## src/vector_distance_l2_cosine_macros.svh

```systemverilog
// Assertion macros for the vector distance scorer.
`ifndef VECTOR_DISTANCE_L2_COSINE_MACROS_SVH
`define VECTOR_DISTANCE_L2_COSINE_MACROS_SVH
`ifndef SYNTHESIS
`define VDC_ASSERT(label, clk, rst_n, prop, msg) \
	label: assert property (@(posedge clk) disable iff (!rst_n) (prop)) else $error(msg);
`define VDC_ASSERT_NEVER(label, clk, rst_n, expr, msg) \
	label: assert property (@(posedge clk) disable iff (!rst_n) !(expr)) else $error(msg);
`else
`define VDC_ASSERT(label, clk, rst_n, prop, msg)
`define VDC_ASSERT_NEVER(label, clk, rst_n, expr, msg)
`endif
`endif

```

## src/vdc_pkg.sv

```systemverilog
// ----------------------------------------------------------------------------
// vdc_pkg
// Shared types and constants of the vector distance scorer.
// ----------------------------------------------------------------------------
package vdc_pkg;
	localparam int ELEM_W      = 16;
	localparam int DSQ_W       = 44;
	localparam int DOT_W       = 42;
	localparam int NORM_W      = 41;
	localparam int SCORE_W     = 23;
	localparam int IDX_W       = 16;
	localparam int MAX_DIM_DEF = 1024;
	localparam int MAX_VEC_DEF = 65536;
	localparam int FIFO_DEPTH  = 2;

	localparam logic METRIC_L2  = 1'b0;
	localparam logic METRIC_COS = 1'b1;

	// job handed from the front to the back
	typedef struct packed {
		logic              metric;
		logic [DSQ_W-1:0]  dsq;
		logic [DOT_W-1:0]  dot;
		logic [NORM_W-1:0] qn;
		logic [NORM_W-1:0] cn;
		logic [IDX_W-1:0]  idx;
	} job_t;
endpackage

```

## src/vdc_front.sv

```systemverilog
// ----------------------------------------------------------------------------
// vdc_front
// Accumulates element pairs and emits one job per candidate.
// ----------------------------------------------------------------------------
module vdc_front import vdc_pkg::*; #(
	parameter int MAX_VECTORS = MAX_VEC_DEF
) (
	input  logic                     clk,
	input  logic                     arst_n,
	input  logic                     in_take,
	input  logic signed [ELEM_W-1:0] q_el,
	input  logic signed [ELEM_W-1:0] c_el,
	input  logic                     last,
	input  logic                     nb,
	input  logic                     metric,
	output logic                     job_valid,
	output job_t                     job
);
	localparam logic [DSQ_W-1:0]  DSQ_MAX  = {DSQ_W{1'b1}};
	localparam logic [NORM_W-1:0] NORM_MAX = {NORM_W{1'b1}};
	localparam logic signed [DOT_W-1:0] DOT_MAX = {1'b0, {(DOT_W-1){1'b1}}};
	localparam logic signed [DOT_W-1:0] DOT_MIN = {1'b1, {(DOT_W-1){1'b0}}};
	localparam logic [IDX_W:0] VEC_LIM = (IDX_W+1)'(MAX_VECTORS);

	logic [DSQ_W-1:0]  dsq_q;
	logic signed [DOT_W-1:0] dot_q;
	logic [NORM_W-1:0] qn_q, cn_q;
	logic [IDX_W-1:0]  cnt_q;

	logic signed [ELEM_W:0] diff;
	logic [ELEM_W:0] ad, aq, ac;
	logic [DSQ_W:0]  dsq_n;
	logic [NORM_W:0] qn_n, cn_n;
	logic signed [DOT_W:0] dot_n;
	logic [DSQ_W-1:0]  dsq_s;
	logic [NORM_W-1:0] qn_s, cn_s;
	logic signed [DOT_W-1:0] dot_s;
	logic [IDX_W-1:0] cnt_cur;
	logic [IDX_W:0]   cnt_inc;

	always_comb begin
		diff  = (ELEM_W+1)'(q_el) - (ELEM_W+1)'(c_el);
		ad    = diff[ELEM_W] ? (ELEM_W+1)'(-diff) : diff;
		aq    = q_el[ELEM_W-1] ? (ELEM_W+1)'(-(ELEM_W+1)'(q_el)) : (ELEM_W+1)'(q_el);
		ac    = c_el[ELEM_W-1] ? (ELEM_W+1)'(-(ELEM_W+1)'(c_el)) : (ELEM_W+1)'(c_el);
		dsq_n = (DSQ_W+1)'(dsq_q) + (DSQ_W+1)'(ad * ad);
		qn_n  = (NORM_W+1)'(qn_q) + (NORM_W+1)'(aq * aq);
		cn_n  = (NORM_W+1)'(cn_q) + (NORM_W+1)'(ac * ac);
		dot_n = (DOT_W+1)'(dot_q) + (DOT_W+1)'(q_el * c_el);
		dsq_s = dsq_n[DSQ_W] ? DSQ_MAX : dsq_n[DSQ_W-1:0];
		qn_s  = qn_n[NORM_W] ? NORM_MAX : qn_n[NORM_W-1:0];
		cn_s  = cn_n[NORM_W] ? NORM_MAX : cn_n[NORM_W-1:0];
		if (dot_n[DOT_W] != dot_n[DOT_W-1])
			dot_s = dot_n[DOT_W] ? DOT_MIN : DOT_MAX;
		else
			dot_s = dot_n[DOT_W-1:0];
		cnt_cur = nb ? '0 : cnt_q;
		cnt_inc = (IDX_W+1)'(cnt_cur) + (IDX_W+1)'(1);
	end

	always_ff @(posedge clk or negedge arst_n) begin
		if (!arst_n) begin
			dsq_q <= '0; dot_q <= '0; qn_q <= '0; cn_q <= '0; cnt_q <= '0;
			job_valid <= 1'b0;
		end else begin
			job_valid <= in_take && last;
			if (in_take) begin
				if (last) begin
					dsq_q <= '0; dot_q <= '0; qn_q <= '0; cn_q <= '0;
					cnt_q <= (cnt_inc >= VEC_LIM) ? '0 : cnt_inc[IDX_W-1:0];
				end else begin
					dsq_q <= dsq_s; dot_q <= dot_s; qn_q <= qn_s; cn_q <= cn_s;
					cnt_q <= cnt_cur;
				end
			end
		end
	end

	always_ff @(posedge clk) begin
		if (in_take && last) begin
			job.metric <= metric;
			job.dsq <= dsq_s;
			job.dot <= dot_s;
			job.qn  <= qn_s;
			job.cn  <= cn_s;
			job.idx <= cnt_cur;
		end
	end
endmodule

```

## config.mk

```make
export PLATFORM = sky130hd
export DESIGN_NAME = vdc_front
export DESIGN_NICKNAME = d
export VERILOG_FILES = /design/src/vector_distance_l2_cosine_macros.svh /design/src/vdc_pkg.sv /design/src/vdc_front.sv
export SDC_FILE = /design/constraint.sdc
export NUM_CORES = 2
export LEC_CHECK = 0
export ABC_AREA = 1
export BUFFER_PORTS_ARGS = -buffer_cell sky130_fd_sc_hd__buf_2
export CELL_PAD_IN_SITES_DETAIL_PLACEMENT = 1
export CELL_PAD_IN_SITES_GLOBAL_PLACEMENT = 1
export CORE_AREA = 4 4 416 418
export CTS_CLUSTER_SIZE = 20
export DETAILED_ROUTE_END_ITERATION = 10
export DIE_AREA = 0 0 420 422
export PLACE_DENSITY = 0.66
export SYNTH_ARGS = -nofsm -noshare
export SYNTH_HDL_FRONTEND = slang
export SYNTH_SLANG_ARGS = --single-unit
```

## constraint.sdc

```tcl
create_clock -name clk -period 5.23 [get_ports clk]
set_input_delay 0.2615 -clock clk [delete_from_list [all_inputs] [get_ports clk]]
set_output_delay 0.2615 -clock clk [all_outputs]
set_load 0.02 [all_outputs]
```

==> run metrics <==
Mapped Area=59,000 um2; Avg Cell Area, Syn=around 8.4 um2; final setup fails=336; Distinct cells, synth=67; worst path required time=roughly 5.7 ns; Post-Route WL=roughly 210,000 um; Initial Util=34.9%; die height=422 um; Avg Vias per Cell=between 4 and 5; Finished Layout Cells=~11,000; IO Pins=between 200 and 250; achievable clock frequency=about 140 MHz; Fillers=between 15,000 and 20,000; Clock Latency Late Sink=roughly 0.7 ns; Worst Max-Slew Pin Slew=0.930 ns; CP Capture Type=flop; Iteration-0 DRC Markers=2,023; most frequent cells in the layout=inv_1 (1,825), nand2_1 (1,305), buf_4 (1,138); Critical Path Source Type=input port; Max Cap Viol=0; post-synth top area cell=fa_1; Worst Path Max Fanout=7; vias=~51,000; Yosys top cell area share=34.5%; slew margin rel.=~38%; Core ar.=169,000 um2; Placed Instances=between 10,000 and 15,000; outcome=complete, but fails checks; IO buf count=about 220; area of the multi-input gates=around 45,000 um2; sequential element share of the synthesized area=about 17%; register area=between 10,000 and 15,000 um2; 1st-pass router iterations=6; violations in the final reports=negative setup slack; Worst Hold Class=input port to flop; hold_ws=0.119 ns; DRC Markers=0; Warnings, synthesis=0; clock-pin slew on the worst setup and hold paths=roughly 0.060 ns; most area-consuming cells after synthesis=fa_1 (34%), inv_1 (12%), ha_1 (10%); die width=roughly 420 um; Critical Path Most Common Cell=fa_1; Final nets=roughly 10,000; initial antenna violation count=9; Tmin final=~7.3 ns; Synth Flop Type=edfxtp_1; clock root cell=clkbuf_16; Clock Path Buffers=3; layout cells sized above 1=27.4%; Slowest Stage Delay on Critical Path=0.68 ns; number of synthesized flops with an enable pin=~190; H-tree Lvls=2; largest net degree at the start of global routing=90; CTS tree=yes; P&R area growth vs syn=32.5%; Std-Cell Rows=151; grt ovf=0; vias in the first global route=58,360; RSZ-0062 raised after global routing=true; Slew Viols, Final=0; CTS buffer count=between 50 and 60; final worst slack=-2.07 ns; GR Util All Layers=a little under a quarter; GPL Wtd Cong=between 0.9 and 1; post-layout util=46.2%; DP HPWL=175,000 um; Die Area=177,000 um2; Mapped Cells=about 7,000; ANT nets after route=0; Synth Register Bits=between 300 and 400; final period utilization=140%; commonest non-fill, non-tap cell in the layout=inv_1; Setup Crit Path Kind=input port to flop; final hold vios=0; Critical-path top delay cell=fa_2; async set-reset flop share out of synthesis=50.0%; drt wl/cell=about 20 um; Sink Count=370; global-route wire length before repair=327,000 um; CP arrival=just under 8 ns; Clock Skews=approximately 0.036 ns
-- cells in the mapped netlist, types with 3 or more instances --
| cell | n |
|---|---|
| inv_1 | 1886 |
| nand2_1 | 1450 |
| fa_1 | 1015 |
| nor2_1 | 528 |
| ha_1 | 490 |
| nand3_1 | 210 |
| o21ai_0 | 204 |
| a21oi_1 | 186 |
| dfrtp_1 | 185 |
| edfxtp_1 | 185 |
| xor2_1 | 89 |
| clkbuf_1 | 80 |
| nor3_1 | 52 |
| nand4_1 | 38 |
| xnor2_1 | 38 |
| inv_2 | 31 |
| or2_2 | 31 |
| buf_1 | 30 |
| o21bai_1 | 28 |
| nand2_2 | 27 |
| buf_2 | 26 |
| a21o_1 | 24 |
| a31oi_1 | 23 |
| nor2_2 | 18 |
| o21ai_2 | 15 |
| o22ai_1 | 14 |
| buf_6 | 12 |
| clkinv_1 | 12 |
| nand3b_1 | 12 |
| o21ai_1 | 10 |
| buf_4 | 9 |
| nand3_2 | 9 |
| nor2_4 | 9 |
| nor4_1 | 9 |
| a21boi_0 | 7 |
| a22o_1 | 7 |
| nor3_2 | 7 |
| nand2_4 | 6 |
| o31ai_1 | 5 |
| a21boi_1 | 4 |
| o211ai_1 | 4 |
| o21a_1 | 3 |
-- what timing repair did --
item,CTS,global route
endpoints found under the setup margin,336,336
buffers inserted,34,64
hold buffers,3,0
resized for setup,245,653
pin swaps,56,169
hold endpoints to repair,69,0
gates cloned,4,3
-- worst max-delay path: cells and delay by family --
kind                       cells  cell delay, ns
adders and majority gates     10            4.27
and+or+nand+nor               15            1.56
buffers and inverters         13            1.05
AOI/OAI and AO/OA              3            0.52
-- through the flow --
step | TNS, ns | cell area (um2) | setup slack (ns)
6_report | -477.09 | 78100 | -2.07
5_1_grt | -573.10 | 78100 | -2.32
4_1_cts | -474.61 | 74900 | -1.87
3_5_place_dp | -775.40 | 71800 | -2.77
3_3_place_gp | -735.00 | 71800 | -2.63
2_1_floorplan | -487.75 | 60000 | -1.91
-- cell families (layout without fill, tap and decap cells) --
family	after synthesis	after routing	synth area share, %
simple gates	2418	2418	17.0
buf+inv	2091	3488	13.6
fa+ha+maj	1505	1505	44.8
compound gates	544	544	5.23
flops	370	370	17.3
xor+xnor	130	130	1.99
other cells	2	102	0.0127
-- flip-flops by register name, indices dropped and copies added (netlist names) --
name / cells
job_valid: 1
dot_q: 42
cnt_q: 16
qn_q: 41
cn_q: 41
dsq_q: 44
job: 185
-- per-layer routing --
metal / wire [um] / track usage, % / up-vias
li1: - / - / 23705
met1: 88100 / 29.4 / 26156
met2: 108000 / 42.6 / 643
met3: 4780 / 2.03 / 273
met4: 9080 / 8.48 / 2
met5: 11 / 0 / -
-- cell type report --
cell class                      count  area share (%)
Inverter                         1930            9.40
Timing Repair inverter              1          0.0144
Clock inverter                     36           0.573
Timing Repair Buffer             1458            14.4
Antenna cell                       15          0.0480
Clock buffer                       63            1.79
Tap cell                         2218            3.55
Multi-Input combinational cell   4684            57.2
Sequential cell                   370            13.0
-- path summary, 6_finish.rpt --
path	from	end	cells after the start	slack, ns
worst max-delay path	q_el[0]	job[147]	41	-2.07
worst min-delay path	in_take	cnt_q[14]	3	0.12
worst max register to register	dot_q[15]	job[124]	23	-0.34
worst min register to register	dot_q[32]	dot_q[32]	2	0.48
max in group asynchronous	arst_n	dsq_q[38]	3	3.85
min in group asynchronous	arst_n	qn_q[40]	2	0.18
Power is not shown: default switching activity piles up to over one toggle a cycle in this logic, so the estimate is an artifact.
