$ cat src/vector_distance_l2_cosine_macros.svh
// Assertion macros for the vector distance scorer.
`ifndef VECTOR_DISTANCE_L2_COSINE_MACROS_SVH
`define VECTOR_DISTANCE_L2_COSINE_MACROS_SVH
`ifndef SYNTHESIS
`define VDC_ASSERT(label, clk, rst_n, prop, msg) \
	label: assert property (@(posedge clk) disable iff (!rst_n) (prop)) else $error(msg);
`define VDC_ASSERT_NEVER(label, clk, rst_n, expr, msg) \
	label: assert property (@(posedge clk) disable iff (!rst_n) !(expr)) else $error(msg);
`else
`define VDC_ASSERT(label, clk, rst_n, prop, msg)
`define VDC_ASSERT_NEVER(label, clk, rst_n, expr, msg)
`endif
`endif

$ cat src/vdc_pkg.sv
// ----------------------------------------------------------------------------
// vdc_pkg
// Shared types and constants of the vector distance scorer.
// ----------------------------------------------------------------------------
package vdc_pkg;
	localparam int ELEM_W      = 16;
	localparam int DSQ_W       = 44;
	localparam int DOT_W       = 42;
	localparam int NORM_W      = 41;
	localparam int SCORE_W     = 23;
	localparam int IDX_W       = 16;
	localparam int MAX_DIM_DEF = 1024;
	localparam int MAX_VEC_DEF = 65536;
	localparam int FIFO_DEPTH  = 2;

	localparam logic METRIC_L2  = 1'b0;
	localparam logic METRIC_COS = 1'b1;

	// job handed from the front to the back
	typedef struct packed {
		logic              metric;
		logic [DSQ_W-1:0]  dsq;
		logic [DOT_W-1:0]  dot;
		logic [NORM_W-1:0] qn;
		logic [NORM_W-1:0] cn;
		logic [IDX_W-1:0]  idx;
	} job_t;
endpackage

$ cat src/vdc_back.sv
// ----------------------------------------------------------------------------
// vdc_back
// Square roots and the cosine divide, one bit a cycle; holds the result.
// ----------------------------------------------------------------------------
`include "vector_distance_l2_cosine_macros.svh"
module vdc_back import vdc_pkg::*; (
	input  logic                      clk,
	input  logic                      arst_n,
	input  logic                      job_valid,
	input  job_t                      job,
	output logic                      job_take,
	output logic signed [SCORE_W-1:0] score,
	output logic [IDX_W-1:0]          index,
	output logic                      empty,
	input  logic                      pop
);
	localparam int RW = 64;
	localparam int SW = 32;
	localparam int CW = 6;
	localparam logic [2:0] ST_IDLE = 3'd0;
	localparam logic [2:0] ST_SQ1  = 3'd1;
	localparam logic [2:0] ST_SQ2  = 3'd2;
	localparam logic [2:0] ST_MUL  = 3'd3;
	localparam logic [2:0] ST_DIV  = 3'd4;
	localparam logic [2:0] ST_OUT  = 3'd5;
	localparam logic [14:0] QMAX = 15'h7fff;

	logic [2:0]    st_q;
	job_t          job_q;
	logic [RW-1:0] x_q, res_q;
	logic [CW-1:0] n_q;
	logic [SW-1:0] rq_q, rc_q;
	logic [RW-1:0] d_q, r_q;
	logic [14:0]   quo_q;
	logic          full_q;

	logic [RW-1:0] bitv, trial;
	logic          ge;
	logic [RW-1:0] sq_x, sq_r;
	logic [DOT_W-1:0] dot_neg;
	logic [RW-1:0] absdot, r_sh;
	logic [RW-1:0] rq_next;

	assign job_take = (st_q == ST_IDLE) && job_valid;
	assign empty    = !full_q;

	always_comb begin
		bitv  = RW'(1) << {n_q, 1'b0};
		trial = res_q + bitv;
		ge    = x_q >= trial;
		sq_x  = ge ? x_q - trial : x_q;
		sq_r  = ge ? (res_q >> 1) + bitv : res_q >> 1;
		// negate at the accumulator width so the most negative sum maps to 2^41
		dot_neg = -job_q.dot;
		absdot = job_q.dot[DOT_W-1] ? RW'(dot_neg) : RW'(job_q.dot);
		r_sh   = {r_q[RW-2:0], 1'b0};
		rq_next = RW'(rq_q);
	end

	always_ff @(posedge clk or negedge arst_n) begin
		if (!arst_n) begin
			st_q <= ST_IDLE;
			full_q <= 1'b0;
		end else begin
			if (st_q == ST_OUT && (!full_q || pop))
				full_q <= 1'b1;
			else if (pop)
				full_q <= 1'b0;
			unique case (st_q)
				ST_IDLE: if (job_valid) st_q <= ST_SQ1;
				ST_SQ1: if (n_q == '0) st_q <= job_q.metric ? ST_SQ2 : ST_OUT;
				ST_SQ2: if (n_q == '0) st_q <= ST_MUL;
				ST_MUL: st_q <= ST_DIV;
				ST_DIV: if (n_q == '0) st_q <= ST_OUT;
				ST_OUT: if (!full_q || pop) st_q <= ST_IDLE;
				default: st_q <= ST_IDLE;
			endcase
		end
	end

	always_ff @(posedge clk) begin
		unique case (st_q)
			ST_IDLE: begin
				job_q <= job;
				x_q   <= job.metric ? {3'b0, job.qn, 20'b0} : RW'(job.dsq);
				res_q <= '0;
				n_q   <= CW'(31);
			end
			ST_SQ1, ST_SQ2: begin
				if (n_q != '0) begin
					x_q <= sq_x; res_q <= sq_r;
					n_q <= n_q - CW'(1);
				end else if (st_q == ST_SQ1 && job_q.metric) begin
					rq_q  <= sq_r[SW-1:0];
					x_q   <= {3'b0, job_q.cn, 20'b0};
					res_q <= '0;
					n_q   <= CW'(31);
				end else begin
					x_q <= sq_x; res_q <= sq_r;
					if (st_q == ST_SQ2) rc_q <= sq_r[SW-1:0];
				end
			end
			ST_MUL: begin
				d_q   <= rq_next * RW'(rc_q);
				r_q   <= absdot << 20;
				quo_q <= '0;
				n_q   <= CW'(14);
			end
			ST_DIV: begin
				if (r_sh >= d_q) begin
					r_q <= r_sh - d_q; quo_q <= {quo_q[13:0], 1'b1};
				end else begin
					r_q <= r_sh; quo_q <= {quo_q[13:0], 1'b0};
				end
				if (n_q != '0) n_q <= n_q - CW'(1);
			end
			ST_OUT: begin
				if (!full_q || pop) begin
					index <= job_q.idx;
					if (!job_q.metric)
						score <= SCORE_W'(res_q);
					else if (rq_q == '0 || rc_q == '0)
						score <= '0;
					else if ((absdot << 20) >= d_q)
						score <= job_q.dot[DOT_W-1] ? -SCORE_W'(QMAX) : SCORE_W'(QMAX);
					else
						score <= job_q.dot[DOT_W-1] ? -SCORE_W'(quo_q) : SCORE_W'(quo_q);
				end
			end
			default: ;
		endcase
	end

	`VDC_ASSERT(a_take_idle, clk, arst_n, job_take |-> st_q == ST_IDLE, "job taken while busy")
	`VDC_ASSERT(a_out_load, clk, arst_n, $rose(full_q) |-> $past(st_q) == ST_OUT, "result without job")
	`VDC_ASSERT_NEVER(a_state_range, clk, arst_n, st_q > ST_OUT, "bad state")
endmodule

$ cat config.mk
export PLATFORM = sky130hd
export DESIGN_NAME = vdc_back
export DESIGN_NICKNAME = d
export VERILOG_FILES = /design/src/vdc_pkg.sv /design/src/vdc_back.sv
export VERILOG_INCLUDE_DIRS = /design/src /design/src/src
export SDC_FILE = /design/constraint.sdc
export NUM_CORES = 2
export LEC_CHECK = 0
export BUFFER_PORTS_ARGS = -buffer_cell sky130_fd_sc_hd__buf_2
export CAP_MARGIN = 20
export CELL_PAD_IN_SITES_DETAIL_PLACEMENT = 1
export CELL_PAD_IN_SITES_GLOBAL_PLACEMENT = 2
export CORE_ASPECT_RATIO = 0.9
export CORE_MARGIN = 2
export CORE_UTILIZATION = 46
export CTS_BUF_LIST = sky130_fd_sc_hd__clkbuf_2 sky130_fd_sc_hd__clkbuf_4 sky130_fd_sc_hd__clkbuf_8
export DETAILED_ROUTE_END_ITERATION = 16
export GPL_TIMING_DRIVEN = 1
export MAX_ROUTING_LAYER = met4
export PLACE_DENSITY = 0.95
export SYNTH_ARGS = -nofsm -noshare
export SYNTH_HDL_FRONTEND = slang
export SYNTH_SLANG_ARGS = --single-unit
export TNS_END_PERCENT = 1
$ cat constraint.sdc
create_clock -name clk -period 17.2 [get_ports clk]
set_input_delay 3.44 -clock clk [delete_from_list [all_inputs] [get_ports clk]]
set_output_delay 3.44 -clock clk [all_outputs]
set_load 0.005 [all_outputs]
==> impl_metrics.ini <==
[detailed_routing]
drt_total_wl_um = 218000
vias_per_cell = 5.80
drt_pre_antenna_iters = 6
route.detailed.drc = 0
detail_route.iter0.violations = 3965
avgRoutedWirePerCell_um = 23.8
routed-via-count = 53200
ant_nets = 0

[yosys]
muxShareOfSynthArea_pct = 0.586
synth.most_common_cell = inv_1
postSynthRegisterBits = 483
synthDominantCellAreaShare_pct = 27.1
ys_async_sr_fraction_pct = 0.828
synth_sequential_area_ratio_pct = 21.8
mappedNetlistArea_um2 = 66400
synth_simple_gate_area_share_pct = 16.8
post_synthesis_xor_xnor_area_fraction_pct = 4.33
dominant_combinational_cell_family_by_area_after_synthesis = adder cells
yosysWarnings = 0
synth_top_cells_by_area = fa_1, edfxtp_1, ha_1, and2_1, inv_1
avgSynthCellArea_um2 = 9.29
synthesized_netlist_net_count = 8742
synth.cells.most_frequent = inv_1, fa_1, nand2_1
synth_top_cell_by_area = fa_1
dominantRegCellSynth = edfxtp_1
synth_compound_area_share_pct = 12.1
synth.distinct_cells = 91
synthesis.instances = 7149
synth_enable_flop_cells = 479
synth_adder_area_share_pct = 36.6

[cells_and_area]
finalInstanceArea_um2 = 71500
num-fill-cells = 16500
fin_cells = 9172
layout-drive-gt1-share_pct = 7.65
syn_to_final_growth_pct = 7.66
final-seq-area_um2 = 14500
multi_input_area_um2 = 46900
design.final.nets = 8810

[placement]
placed_cells_incl_taps = 8997
gpl.final_weighted_congestion = 0.958
preCtsSetupSlack_ns = 8.13
place_area_um2 = 69400
detailed_place_hpwl_um = 166000
placement.io_buffers = 229

[run_status]
status = finished, final reports clean

[worst_setup_path]
worstSetupEndpointType = register
cp-start-kind = register
critical_path_arrival_ns = 9.75
critical_path.cell_chain = buf_4 > and2_1 > fa_1 > fa_1 > fa_1 > inv_1 > fa_1 > inv_1 > fa_1 > fa_1 > fa_1 > fa_1 > ha_1 > a21o_1 > a21o_1 > a221oi_1 > nand2_1 > a21o_1 > a41o_1 > a311oi_1 > o41ai_1 > a21oi_1 > o31ai_1 > xor2_1
path_class = reg2reg
crit_path_max_incr_delay_ns = 0.82
required_ns = 17.76
timing.critical_path.slowest_stage_cell = edfxtp_1
timing.critical_path.mode_cell = fa_1
crit_fanout = 21

[pwr]
power.density_cell_area_nw_per_um2 = 36.4
power_frac_seq_pct = 49.2
irDropWorstVdd_v = 0.0000529
comb_power_share_pct = 1.6
internal_power_mw = 2.01
power_leakage_nw = 32.2
power_switching_mw = 0.591
power.share.switching_pct = 22.7
pwr-share-clk_pct = 49.3

[clock_network]
holdBufCountCts = 0
cts_root_buf = clkbuf_8
clkSinkCount = 483
cts_post_setup_buffers_inserted = 0
worstSkewPairLatency_ns = 0.87
worst_path_clk_slew_ns = 0.06
resized_gates_after_cts = 0
cts_made_buffers = 89
tritoncts = built
htree_levels = 3
clockBufferDepth = 3

[die]
die_width_um = 405
placementRows = 132
initial_utilization_pct = 46.2
die-area_um2 = 147000
die_h_um = 364
pin_count = 230
core_area_um2 = 144000

[sta]
hold_violations = 0
max_clock_freq_ghz = 0.109
setup-tns-final_ns = 0
timing.hold.ws_ns = 0.422
crit_path_setup_slack_layout_ns = 8.02
largest_clock_skew_in_the_final_design_ns = 0.0713
timing.final.crit_period_ns = 9.18
slew_violations = 0
tightest_pin_transition_ns = 1.04
setup_viol_count_final = 0
grt_setup_unrepaired = no
relSlewSlack_pct = 30.3
final_min_period_over_clock_period_pct = 53.4

[worst_hold_path]
min-delay-path-class = reg2reg

[grt]
globalRoute.totalOverflow = 0
grt.total_usage_pct = 30.6
grt_antenna_before_repair = 5
first_pass_grt_wire_length_um = 339000
vias_in_the_first_global_route = 58100
maximum_number_of_pins_on_one_net_before_global_route_repair = 90

[flow_run]
max_cap_violations = 0
[cells in the final DEF (no fill, tap or decap), drive strengths merged, types with 114 or more instances in the layout]
| cell | n |
|---|---|
| a21o | 160 |
| xor2 | 123 |
| a21oi | 366 |
| xnor2 | 205 |
| clkbuf | 114 |
| o21ai | 288 |
| inv | 1015 |
| nand2 | 870 |
| ha | 506 |
| and2 | 638 |
| edfxtp | 479 |
| nor2 | 290 |
| fa | 898 |
| buf | 329 |
[power groups by stage]
stage	Clock (mW)	Sequential, mW	Combinational [mW]
floorplan	0	1.31	0.0146
global placement	0	1.31	0.0390
detailed placement	0	1.31	0.0410
CTS	1.31	1.28	0.0413
global route	1.36	1.28	0.0454
finish	1.28	1.28	0.0408
[logic make-up after synthesis]
family | Yosys count
simple gates | 2263
mux | 37
compound gates | 1270
flops | 483
buf+inv | 1363
fa+ha+maj | 1405
xor+xnor | 328
[worst max-delay path: cells and delay by family, from the launching register on]
family                     cells  cell delay [ns]
adders and majority gates      9             4.44
AOI/OAI and AO/OA              9             2.55
DFF                            1             0.82
buffers and inverters          3             0.63
and+or+nand+nor                2             0.32
xor gates and xnor gates       1             0.15
[sequential cells by signal, summed over array words and instances, names as in the netlist]
| register | flops |
|---|---|
| d_q | 64 |
| full_q | 1 |
| index | 16 |
| job_q | 100 |
| n_q | 6 |
| quo_q | 15 |
| r_q | 63 |
| rc_q | 32 |
| res_q | 64 |
| rq_q | 32 |
| score | 23 |
| st_q | 3 |
| x_q | 64 |
[metal layers]
metal	routed length, um	track usage [%]	vias up
met1	93900	40.1	27300
met4	7140	9.86	0
li1	-	-	23700
met2	101000	48.5	1798
met5	0	-	-
met3	15800	5.19	423
[stage by stage]
| stage | util [%] | power (mW) |
|---|---|---|
| after CTS | 49.7 | 2.64 |
| after detailed placement | 48.3 | 1.35 |
| after global placement | 48.3 | 1.34 |
| after global routing | 49.8 | 2.68 |
| final | 49.8 | 2.60 |
| after floorplan | - | 1.32 |
[final cells by class]
cell class,count,share of cell area [%]
Clock buffer,114,2.02
Sequential cell,483,20.3
Multi-Input combinational cell,5303,65.6
Inverter,1011,5.31
Tap cell,1876,3.28
Clock inverter,51,0.770
Timing Repair Buffer,329,2.79
Antenna cell,5,0.0175
[path summary, 6_finish.rpt]
kind                           start   endpoint  slack, ns  depth (start not counted)
setup / recovery            rq_q[14]    d_q[61]       8.02                         24
hold / removal             job_q[13]  index[13]       0.42                          0
setup reg to reg            rq_q[14]    d_q[61]       8.02                         24
hold reg to reg            job_q[13]  index[13]       0.42                          0
max in group asynchronous     arst_n     full_q      14.72                          1
min in group asynchronous     arst_n    st_q[1]       2.37                          1
Power figures use the tool's default switching activity.
