**config.mk**
```make
export PLATFORM = sky130hd
export DESIGN_NAME = vdc_fifo
export DESIGN_NICKNAME = d
export VERILOG_FILES = /design/src/vdc_pkg.sv /design/src/vdc_fifo.sv
export VERILOG_INCLUDE_DIRS = /design/src /design/src/src
export SDC_FILE = /design/constraint.sdc
export NUM_CORES = 1
export LEC_CHECK = 0
export ABC_AREA = 1
export ABC_CLOCK_PERIOD_IN_PS = 22400
export BUFFER_PORTS_ARGS = -buffer_cell sky130_fd_sc_hd__clkbuf_2
export CORE_MARGIN = 2
export CORE_UTILIZATION = 56
export DETAILED_ROUTE_END_ITERATION = 10
export HOLD_SLACK_MARGIN = 0.02
export MAX_ROUTING_LAYER = met4
export PLACE_DENSITY = 0.84
export SYNTH_ARGS = -nofsm -noshare
export SYNTH_HDL_FRONTEND = slang
export SYNTH_SLANG_ARGS = --single-unit
```
**constraint.sdc**
```tcl
create_clock -name clk -period 22.4 [get_ports clk]
set_input_delay 4.48 -clock clk [delete_from_list [all_inputs] [get_ports clk]]
set_output_delay 4.48 -clock clk [all_outputs]
set_load 0.02 [all_outputs]
```
**src/vector_distance_l2_cosine_macros.svh**
```systemverilog
// Assertion macros for the vector distance scorer.
`ifndef VECTOR_DISTANCE_L2_COSINE_MACROS_SVH
`define VECTOR_DISTANCE_L2_COSINE_MACROS_SVH
`ifndef SYNTHESIS
`define VDC_ASSERT(label, clk, rst_n, prop, msg) \
	label: assert property (@(posedge clk) disable iff (!rst_n) (prop)) else $error(msg);
`define VDC_ASSERT_NEVER(label, clk, rst_n, expr, msg) \
	label: assert property (@(posedge clk) disable iff (!rst_n) !(expr)) else $error(msg);
`else
`define VDC_ASSERT(label, clk, rst_n, prop, msg)
`define VDC_ASSERT_NEVER(label, clk, rst_n, expr, msg)
`endif
`endif

```
**src/vdc_pkg.sv**
```systemverilog
// ----------------------------------------------------------------------------
// vdc_pkg
// Shared types and constants of the vector distance scorer.
// ----------------------------------------------------------------------------
package vdc_pkg;
	localparam int ELEM_W      = 16;
	localparam int DSQ_W       = 44;
	localparam int DOT_W       = 42;
	localparam int NORM_W      = 41;
	localparam int SCORE_W     = 23;
	localparam int IDX_W       = 16;
	localparam int MAX_DIM_DEF = 1024;
	localparam int MAX_VEC_DEF = 65536;
	localparam int FIFO_DEPTH  = 2;

	localparam logic METRIC_L2  = 1'b0;
	localparam logic METRIC_COS = 1'b1;

	// job handed from the front to the back
	typedef struct packed {
		logic              metric;
		logic [DSQ_W-1:0]  dsq;
		logic [DOT_W-1:0]  dot;
		logic [NORM_W-1:0] qn;
		logic [NORM_W-1:0] cn;
		logic [IDX_W-1:0]  idx;
	} job_t;
endpackage

```
**src/vdc_fifo.sv**
```systemverilog
// ----------------------------------------------------------------------------
// vdc_fifo
// Short job queue between the front and the back.
// ----------------------------------------------------------------------------
`include "vector_distance_l2_cosine_macros.svh"
module vdc_fifo import vdc_pkg::*; #(
	parameter int DEPTH = FIFO_DEPTH
) (
	input  logic clk,
	input  logic arst_n,
	input  logic wr,
	input  job_t wdata,
	input  logic rd,
	output job_t rdata,
	output logic empty,
	output logic full
);
	localparam int AW = (DEPTH > 1) ? $clog2(DEPTH) : 1;
	job_t mem_q [DEPTH];
	logic [AW-1:0] wp_q, rp_q;
	logic [AW:0]   cnt_q;

	assign empty = (cnt_q == '0);
	assign full  = (cnt_q == (AW+1)'(DEPTH));
	assign rdata = mem_q[rp_q];

	always_ff @(posedge clk or negedge arst_n) begin
		if (!arst_n) begin
			wp_q <= '0; rp_q <= '0; cnt_q <= '0;
		end else begin
			if (wr) wp_q <= (wp_q == AW'(DEPTH-1)) ? '0 : wp_q + AW'(1);
			if (rd) rp_q <= (rp_q == AW'(DEPTH-1)) ? '0 : rp_q + AW'(1);
			cnt_q <= cnt_q + (AW+1)'(wr) - (AW+1)'(rd);
		end
	end

	always_ff @(posedge clk) begin
		if (wr) mem_q[wp_q] <= wdata;
	end

	`VDC_ASSERT_NEVER(a_no_overflow, clk, arst_n, wr && full && !rd, "job queue overflow")
	`VDC_ASSERT_NEVER(a_no_underflow, clk, arst_n, rd && empty, "job queue underflow")
	`VDC_ASSERT(a_count_range, clk, arst_n, cnt_q <= (AW+1)'(DEPTH), "job count out of range")
endmodule

```
==> impl_results.md, run 1 <==
- Chain of cells forming the critical path: buf_4, buf_4, nand2_1, o21ai_0, clkbuf_2
- Number of nets in the synthesized netlist: 1182
- Number of buffers added for setup after CTS: 0
- Crit-path slowest cell: sky130_fd_sc_hd__buf_4
- Yosys warning count: 0
- Worst path buffer plus inverter count: 3
- Die span in x: 162 µm
- Top-area cell type share of the netlist area: 79.6%
- Layout area overhead: 22.5%
- Clock-pin slew on the worst setup and hold paths: 0.06 ns
- Number of detailed-routing iterations run before antenna repair: 7
- Worst setup startpoint: rp_q$_DFFE_PN0P_
- Slack of the worst reg-to-reg path: 19.65 ns
- Largest net degree at the start of global routing: 116
- Maximum Capacitance Violations: 0
- Power density over cell area: 134 nW/µm²
- Average instance area after synthesis: 14.1 µm²
- Number of pins exceeding their max-slew limit in the final report: 0
- Met1 Resource Use GR: 24.1%
- Final-layout setup total negative slack: 0 ns
- Actual slew at the worst max-slew pin: 1.05 ns
- Number of global-route vias before repair: 8929
- Fraction of power spent switching nets: 36.6%
- Yosys cell types: 12
- Kind of start point of the critical path: flop
- Most numerous cell in the Yosys netlist: sky130_fd_sc_hd__edfxtp_1
- Clock Tree Buf Depth: 3
- Number of synthesized register bits: 374
- Cell area after technology mapping: 14000 µm²
- Insertion delay of the later-clocked pin in the worst-skew pair: 0.51 ns
- Maximum ir drop on the vdd rail: 105 µV
- Layout Cells excl Fill: 1723
- Quantity of I/O buffers inserted on ports: 375
- Post-cts resize count: 0
- Core area: 24400 µm²
- Net total in the final layout: 1562
- Kind of critical path: reg2out
- Most used routing layer: met2
- Number of nets still failing antenna checks after routing: 0
- Worst r2r dst: mem_q[1][154]$_DFFE_PP_
- Footprint of the flip-flops and latches: 11200 µm²
- Fraction of registers with async set/reset: 1.07%
- Global-route wire length before repair: 44600 µm
- Clock tree from TritonCTS: done
- Stages on the worst setup path: 5
- Initial antenna violation count: 3
- Final setup fails: 0
- Part of the total power dissipated in the clock network: 24.8%
- Met3 GRT Util: 5.64%
- Clock period minus worst slack: 7.84 ns
- Drt first-iter violations: 631
- Max Fclk: 0.128 GHz
- Top post-synthesis cells by area: sky130_fd_sc_hd__edfxtp_1 (80%), sky130_fd_sc_hd__o21ai_0 (6.6%), sky130_fd_sc_hd__inv_1 (5.2%), sky130_fd_sc_hd__nand2_1 (5.1%), sky130_fd_sc_hd__buf_6 (1.8%)
- Placed instance count: 1656
- Logic pwr share: 32.6%
- CTS sink count: 374
- Number of H-tree levels: 2
- Type of element capturing the critical path: primary output
- Synth area leader: sky130_fd_sc_hd__edfxtp_1
- Root cell of the clock tree: sky130_fd_sc_hd__clkbuf_16
- Share of layout cells above drive strength 1: 30.9%
- Kind of cell with the highest combined delay on the critical path: buffers and inverters
- Status: complete, no violations
- Launch instance of the worst register-to-register path: wp_q$_DFFE_PN0P_
- Global routing usage on met2: 40.8%
- Multi-input logic area: 1710 µm²
- Max Clock Skew: 0.0161 ns
- Overflow left after global routing: 0
- Data arrival time at the worst-slack endpoint: 3.36 ns
- Worst relative slew slack: 29.7%
- Main flop type after synthesis: sky130_fd_sc_hd__edfxtp_1
- Worst min-delay path category: reg2reg
- Net switching power of the design: 0.838 mW
- Chip Height: 162 µm
- Sequential-to-total area share from yosys stat: 80.3%
- Total routed wirelength: 30300 µm
- Worst setup path endpoint: rdata[176]
- Total vias in the final route: 8697
- Count of fill cells added during filler insertion: 1601
- Number of placed I/O pins: 376
- CTS hold repair buffers: 0
- Sum of net half-perimeters after detailed placement: 20200 µm
- Data required time of the critical path: 17.92 ns
- Pleak: 7.38 nW
- Sequential cell fraction of total power: 42.6%
- DR WL/cell: 17.6 µm
- Area enclosed by the die boundary: 26200 µm²
- RSZ-0062 raised after global routing: no
- Slowest cell delay on critical path: 0.78 ns
- Count of standard-cell rows: 57
- Leading post-synthesis cells by instance count: sky130_fd_sc_hd__edfxtp_1 (370), sky130_fd_sc_hd__inv_1 (192), sky130_fd_sc_hd__nand2_1 (191), sky130_fd_sc_hd__o21ai_0 (185), sky130_fd_sc_hd__buf_6 (22)
- Routed vias/inst: 5.05
- Length in cells of the worst reg-to-reg path: 3
- Starting Density: 57.2%
- Final-report hold violation count: 0
- Placer congestion estimate: 0.828
- Cell repeated most along the worst path: sky130_fd_sc_hd__buf_4
- # DRC: 0
- Gate Count Post-Synth: 991
- Overall Global Routing Usage: 23.0%
- Cts bufs inserted: 37
- Internal power: 1.45 mW
- Worst-path fanout max: 115
- Part of the cycle the worst path needs: 35.0%
- Number of enable flip-flop cells after synthesis: 370
==> power by group through the flow <==
stage	logic [mW]	registers, mW	clock network [mW]
after floorplan	0.518	1.00	0
after global placement	0.730	0.982	0
after detailed placement	0.748	0.990	0
after CTS	0.754	0.977	0.580
after global routing	0.810	0.987	0.602
final	0.747	0.976	0.567
==> state kept, by name, summed over array words and instances, names as in the netlist <==
signal  count
mem_q     370
cnt_q       2
rp_q        1
wp_q        1
==> routing by layer <==
layer / up-vias / routed length [µm]
met5: - / 0
met3: 83 / 2550
met1: 4120 / 10300
li1: 4109 / -
met2: 385 / 16100
met4: 0 / 1290
==> layout by cell type (no fill, tap or decap) <==
master / Yosys / routed
sky130_fd_sc_hd__clkbuf_2: 0 / 375
sky130_fd_sc_hd__edfxtp_1: 370 / 370
sky130_fd_sc_hd__inv_1: 192 / 191
sky130_fd_sc_hd__nand2_1: 191 / 191
sky130_fd_sc_hd__o21ai_0: 185 / 185
sky130_fd_sc_hd__clkbuf_16: 0 / 39
sky130_fd_sc_hd__clkinv_1: 0 / 10
sky130_fd_sc_hd__clkbuf_1: 18 / 8
sky130_fd_sc_hd__buf_4: 1 / 7
sky130_fd_sc_hd__clkinv_2: 0 / 4
sky130_fd_sc_hd__diode_2: 0 / 3
sky130_fd_sc_hd__dfrtp_1: 4 / 3
sky130_fd_sc_hd__nor2_1: 3 / 2
sky130_fd_sc_hd__xor2_1: 2 / 2
sky130_fd_sc_hd__ha_1: 2 / 2
sky130_fd_sc_hd__nand3_1: 1 / 1
sky130_fd_sc_hd__nor2_4: 0 / 1
sky130_fd_sc_hd__clkinv_4: 0 / 1
sky130_fd_sc_hd__clkinvlp_4: 0 / 1
sky130_fd_sc_hd__inv_6: 0 / 1
sky130_fd_sc_hd__bufinv_16: 0 / 1
sky130_fd_sc_hd__dfrtp_4: 0 / 1
==> layout make-up <==
cell class                 instances  area share (%)
sequential                       374            65.6
timing repair buffer             382            11.3
multi-input combinational        384            9.99
clock buffer                      47            5.88
inverter                         192            4.24
tap                              324            2.37
clock inverter                    17           0.607
antenna                            3          0.0439
==> cells by family (layout without fill, tap and decap cells) <==
| group | after synthesis | after routing | synth area share, % |
|---|---|---|---|
| adders and majority gates | 2 | 2 | 0.179 |
| and+or+nand+nor | 195 | 195 | 5.25 |
| AOI/OAI and AO/OA | 185 | 185 | 6.63 |
| other | 0 | 3 | 0 |
| buffers and inverters | 233 | 638 | 7.48 |
| DFF | 374 | 374 | 80.3 |
| xor gates and xnor gates | 2 | 2 | 0.126 |
==> through the flow <==
step           hold WS, ns  power [mW]  worst slack [ns]  instance area (µm²)  utilization (%)
6_report             0.565        2.29             14.56                17100             70.1
5_1_grt              0.612        2.40             14.25                17100             70.1
4_1_cts              0.569        2.31             14.57                17100             70.1
3_5_place_dp         0.548        1.74             15.11                16000             65.5
3_3_place_gp         0.531        1.71             15.16                16000             65.5
2_1_floorplan        0.461        1.52              9.41                14000                -
==> worst min path at each step <==
stage | startpoint | endpoint | slack [ns] | cells past startpoint
2_1_floorplan | wp_q$_DFFE_PN0P_ | wp_q$_DFFE_PN0P_ | 0.46 | 1
3_3_place_gp | wp_q$_DFFE_PN0P_ | wp_q$_DFFE_PN0P_ | 0.53 | 1
3_5_place_dp | wp_q$_DFFE_PN0P_ | wp_q$_DFFE_PN0P_ | 0.55 | 1
4_1_cts | wp_q$_DFFE_PN0P_ | wp_q$_DFFE_PN0P_ | 0.57 | 1
5_1_grt | wp_q$_DFFE_PN0P_ | wp_q$_DFFE_PN0P_ | 0.61 | 1
6_report | wp_q$_DFFE_PN0P_ | wp_q$_DFFE_PN0P_ | 0.56 | 1
==> worst register-to-register path: cells and delay by family, from the launching register on <==
kind / cells / cell delay (ns)
buffers and inverters: 2 / 1.71
DFF: 1 / 0.44
and+or+nand+nor: 1 / 0.14
Note: power is estimated with default switching activity, not from simulation.
==> inputs of run 2 (changes only) <==
- ABC_AREA: 1 -> 0
- ABC_CLOCK_PERIOD_IN_PS: 22400 -> 6850
- CORE_UTILIZATION: 56 -> 47
- PLACE_DENSITY: 0.84 -> 0.75
- clock period: 22.4 -> 6.85 ns (I/O delays scaled with it)
==> impl_results.md, run 2 <==
- Layout area overhead: 24.2% (was 22.5%)
- Length in cells of the worst reg-to-reg path: 2 (was 3)
- Actual slew at the worst max-slew pin: 1.00 ns (was 1.05 ns)
- Data required time of the critical path: 5.48 ns (was 17.92 ns)
- Worst-path fanout max: 51 (was 115)
- Starting Density: 47.7% (was 57.2%)
- Count of standard-cell rows: 63 (was 57)
- CTS hold repair buffers: 0 (unchanged)
- CTS sink count: 374 (unchanged)
- Routed vias/inst: 4.95 (was 5.05)
- Clock tree from TritonCTS: done (unchanged)
- Kind of critical path: reg2out (unchanged)
- Sequential cell fraction of total power: 41.2% (was 42.6%)
- Uppermost signal routing layer after detailed routing: met4 (unchanged)
- Pleak: 7.08 nW (was 7.38 nW)
- Post-cts resize count: 0 (unchanged)
- Maximum Capacitance Violations: 0 (unchanged)
- Yosys cell types: 13 (was 12)
- Data arrival time at the worst-slack endpoint: 2.43 ns (was 3.36 ns)
- Most frequent standard cell in the layout excluding fill and tap cells: sky130_fd_sc_hd__clkbuf_2 (unchanged)
- Worst hold path endpoint: wp_q$_DFFE_PN0P_ (unchanged)
- Type of element capturing the critical path: primary output (unchanged)
- Root cell of the clock tree: sky130_fd_sc_hd__clkbuf_16 (unchanged)
- Insertion delay of the later-clocked pin in the worst-skew pair: 0.50 ns (was 0.51 ns)
- Top-area cell type share of the netlist area: 78.6% (was 79.6%)
- Worst r2r dst: mem_q[1][157]$_DFFE_PP_ (was mem_q[1][154]$_DFFE_PP_)
- Chip Height: 177 µm (was 162 µm)
- Top post-synthesis cells by area: sky130_fd_sc_hd__edfxtp_1 (79%), sky130_fd_sc_hd__mux2_4 (15%), sky130_fd_sc_hd__mux2_2 (3.6%), sky130_fd_sc_hd__buf_6 (1.4%), sky130_fd_sc_hd__dfrtp_1 (0.71%) (was sky130_fd_sc_hd__edfxtp_1 (80%), sky130_fd_sc_hd__o21ai_0 (6.6%), sky130_fd_sc_hd__inv_1 (5.2%), sky130_fd_sc_hd__nand2_1 (5.1%), sky130_fd_sc_hd__buf_6 (1.8%))
- Main flop type after synthesis: sky130_fd_sc_hd__edfxtp_1 (unchanged)
- Yosys warning count: 0 (unchanged)
- Quantity of I/O buffers inserted on ports: 375 (unchanged)
- Internal power: 5.28 mW (was 1.45 mW)
- Number of H-tree levels: 2 (unchanged)
- Largest net degree at the start of global routing: 103 (was 116)
- Status: complete, no violations (unchanged)
- Final core utilization: 59.2% (was 70.1%)
- Post-route cell area: 17500 µm² (was 17100 µm²)
- Multi-input logic area: 2710 µm² (was 1710 µm²)
- Cell area after technology mapping: 14100 µm² (was 14000 µm²)
- Number of buffers added for setup after CTS: 0 (unchanged)
- Net switching power of the design: 2.42 mW (was 0.838 mW)
- Net total in the final layout: 1184 (was 1562)
- Overall Global Routing Usage: 17.3% (was 23.0%)
- Biggest regs: mem_q (370), cnt_q (2) (unchanged)
- Core area: 29600 µm² (was 24400 µm²)
- Max Clock Skew: 0.00895 ns (was 0.0161 ns)
- Clock Tree Buf Depth: 3 (unchanged)
- Cts bufs inserted: 38 (was 37)
- Sequential-to-total area share from yosys stat: 79.4% (was 80.3%)
- # DRC: 0 (unchanged)
- Final-report hold violation count: 0 (unchanged)
- Launch instance of the worst register-to-register path: wp_q$_DFFE_PN0P_ (unchanged)
- Final setup fails: 0 (unchanged)
- Flip-flop count of the largest register after layout: 370 (unchanged)
- Hold Crit Start: wp_q$_DFFE_PN0P_ (unchanged)
- Detail Route met2 WL: 14000 µm (was 16100 µm)
- Logic pwr share: 33.9% (was 32.6%)
- Number of enable flip-flop cells after synthesis: 370 (unchanged)
- Placement-stage cell area: 16400 µm² (was 16000 µm²)
- Number of nets in the synthesized netlist: 782 (was 1182)
- Detailed route wirelength on metal3: 2190 µm (was 2550 µm)
- Share of layout cells above drive strength 1: 60.6% (was 30.9%)
- Average instance area after synthesis: 23.9 µm² (was 14.1 µm²)
- Hold WS: 0.547 ns (was 0.565 ns)
- Total routed wirelength: 27700 µm (was 30300 µm)
- Leading post-synthesis cells by instance count: sky130_fd_sc_hd__edfxtp_1 (370), sky130_fd_sc_hd__mux2_4 (140), sky130_fd_sc_hd__mux2_2 (45), sky130_fd_sc_hd__buf_6 (17) (was sky130_fd_sc_hd__edfxtp_1 (370), sky130_fd_sc_hd__inv_1 (192), sky130_fd_sc_hd__nand2_1 (191), sky130_fd_sc_hd__o21ai_0 (185), sky130_fd_sc_hd__buf_6 (22))
- Initial antenna violation count: 3 (unchanged)
- Die span in x: 177 µm (was 162 µm)
- Slack of the worst reg-to-reg path: 4.52 ns (was 19.65 ns)
- Number of pins exceeding their max-slew limit in the final report: 0 (unchanged)
- Total vias in the final route: 6989 (was 8697)
- Part of the total power dissipated in the clock network: 24.9% (was 24.8%)
- Worst min-delay path category: reg2reg (unchanged)
- Synth area leader: sky130_fd_sc_hd__edfxtp_1 (unchanged)
- Drt first-iter violations: 411 (was 631)
- Maximum ir drop on the vdd rail: 538 µV (was 105 µV)
- Number of global-route vias before repair: 7201 (was 8929)
- Overflow left after global routing: 0 (unchanged)
- Worst relative slew slack: 33.0% (was 29.7%)
- Clock-pin slew on the worst setup and hold paths: 0.06 ns (about the same)
- Part of the cycle the worst path needs: 55.5%
- Gate Count Post-Synth: 591 (was 991)
- Footprint of the flip-flops and latches: 11200 µm² (unchanged)
- Most numerous cell in the Yosys netlist: sky130_fd_sc_hd__edfxtp_1 (unchanged)
- Global-route wire length before repair: 39600 µm (was 44600 µm)
- Number of placed I/O pins: 376 (unchanged)
- Sum of net half-perimeters after detailed placement: 19000 µm (was 20200 µm)
- Number of synthesized register bits: 374 (unchanged)
- Most used cells in the layout excluding fill and tap cells: sky130_fd_sc_hd__clkbuf_2 (375), sky130_fd_sc_hd__edfxtp_1 (370), sky130_fd_sc_hd__mux2_4 (140), sky130_fd_sc_hd__mux2_2 (45), sky130_fd_sc_hd__clkbuf_16 (39) (was sky130_fd_sc_hd__clkbuf_2 (375), sky130_fd_sc_hd__edfxtp_1 (370), sky130_fd_sc_hd__inv_1 (191), sky130_fd_sc_hd__nand2_1 (191), sky130_fd_sc_hd__o21ai_0 (185))
- Number of nets still failing antenna checks after routing: 0 (unchanged)
- Register bank with the most flops: mem_q (unchanged)
- Post-route met1 wirelength: 10500 µm (was 10300 µm)
- Kind of start point of the critical path: flop (unchanged)
- Worst Hold Path Cells: 1 (unchanged)
- Power density over cell area: 439 nW/µm² (was 134 nW/µm²)
- Placer congestion estimate: 0.768 (was 0.828)
- Count of fill cells added during filler insertion: 2217 (was 1601)
- Fraction of registers with async set/reset: 1.07% (unchanged)
- Fraction of power spent switching nets: 31.4% (was 36.6%)
- Area enclosed by the die boundary: 31500 µm² (was 26200 µm²)
- Clock period minus worst slack: 3.80 ns
- RSZ-0062 raised after global routing: no (unchanged)
- Number of detailed-routing iterations run before antenna repair: 4 (was 7)
- Max Fclk: 0.263 GHz
- Final-layout setup total negative slack: 0 ns (unchanged)
- DR WL/cell: 19.6 µm (was 17.6 µm)
-- run 2: logic make-up after synthesis --
family,count (synthesis),share of synthesized area [%]
fa+ha+maj,2,0.177
simple gates,4,0.159
flops,374,79.4
buf+inv,23,1.55
mux,185,18.5
xor+xnor,3,0.292
-- run 2: worst max path at each step --
stage,startpoint,to,depth (start not counted)
finish,rp_q$_DFFE_PN0P_,rdata[141],3
floorplan,wr,mem_q[0][0]$_DFFE_PP_,1
detailed placement,wr,mem_q[1][182]$_DFFE_PP_,3
CTS,rp_q$_DFFE_PN0P_,rdata[166],3
global placement,wr,mem_q[1][57]$_DFFE_PP_,3
global route,rp_q$_DFFE_PN0P_,rdata[167],3
-- run 2: final cells by class --
type                       instances  area share [%]
antenna                            3          0.0428
timing repair buffer             383            11.2
tap                              390            2.78
clock inverter                    16           0.720
sequential                       374            63.9
multi-input combinational        194            15.4
inverter                           2          0.0428
clock buffer                      51            5.88
-- run 2: routing by layer --
metal / vias to the layer above / track usage [%]
met4: 0 / 7.48
met2: 292 / 29.2
met1: 3470 / 19.7
li1: 3165 / -
met5: - / -
met3: 62 / 4.16
-- run 2: power groups by stage --
stage | sequential [mW] | clock, mW | combinational, mW
floorplan | 3.24 | 0 | 1.98
global placement | 3.20 | 0 | 2.61
detailed placement | 3.23 | 0 | 2.63
CTS | 3.18 | 1.97 | 2.64
global route | 3.21 | 2.07 | 2.75
finish | 3.17 | 1.92 | 2.61
-- run 2: critical path, stage by stage, from the launching register on --
cell	delay, ns
sky130_fd_sc_hd__dfrtp_4	0.56
sky130_fd_sc_hd__buf_4	0.70
sky130_fd_sc_hd__mux2_4	0.36
sky130_fd_sc_hd__clkbuf_2	0.16
-- run 2: stage by stage --
| stage | setup WS (ns) | power, mW | cells |
|---|---|---|---|
| 6_report | 3.05 | 7.70 | 1413 |
| 4_1_cts | 3.02 | 7.79 | 1410 |
| 5_1_grt | 2.96 | 8.03 | 1413 |
| 2_1_floorplan | 0.223 | 5.21 | 591 |
| 3_5_place_dp | 3.43 | 5.86 | 1343 |
| 3_3_place_gp | 3.44 | 5.81 | 1343 |
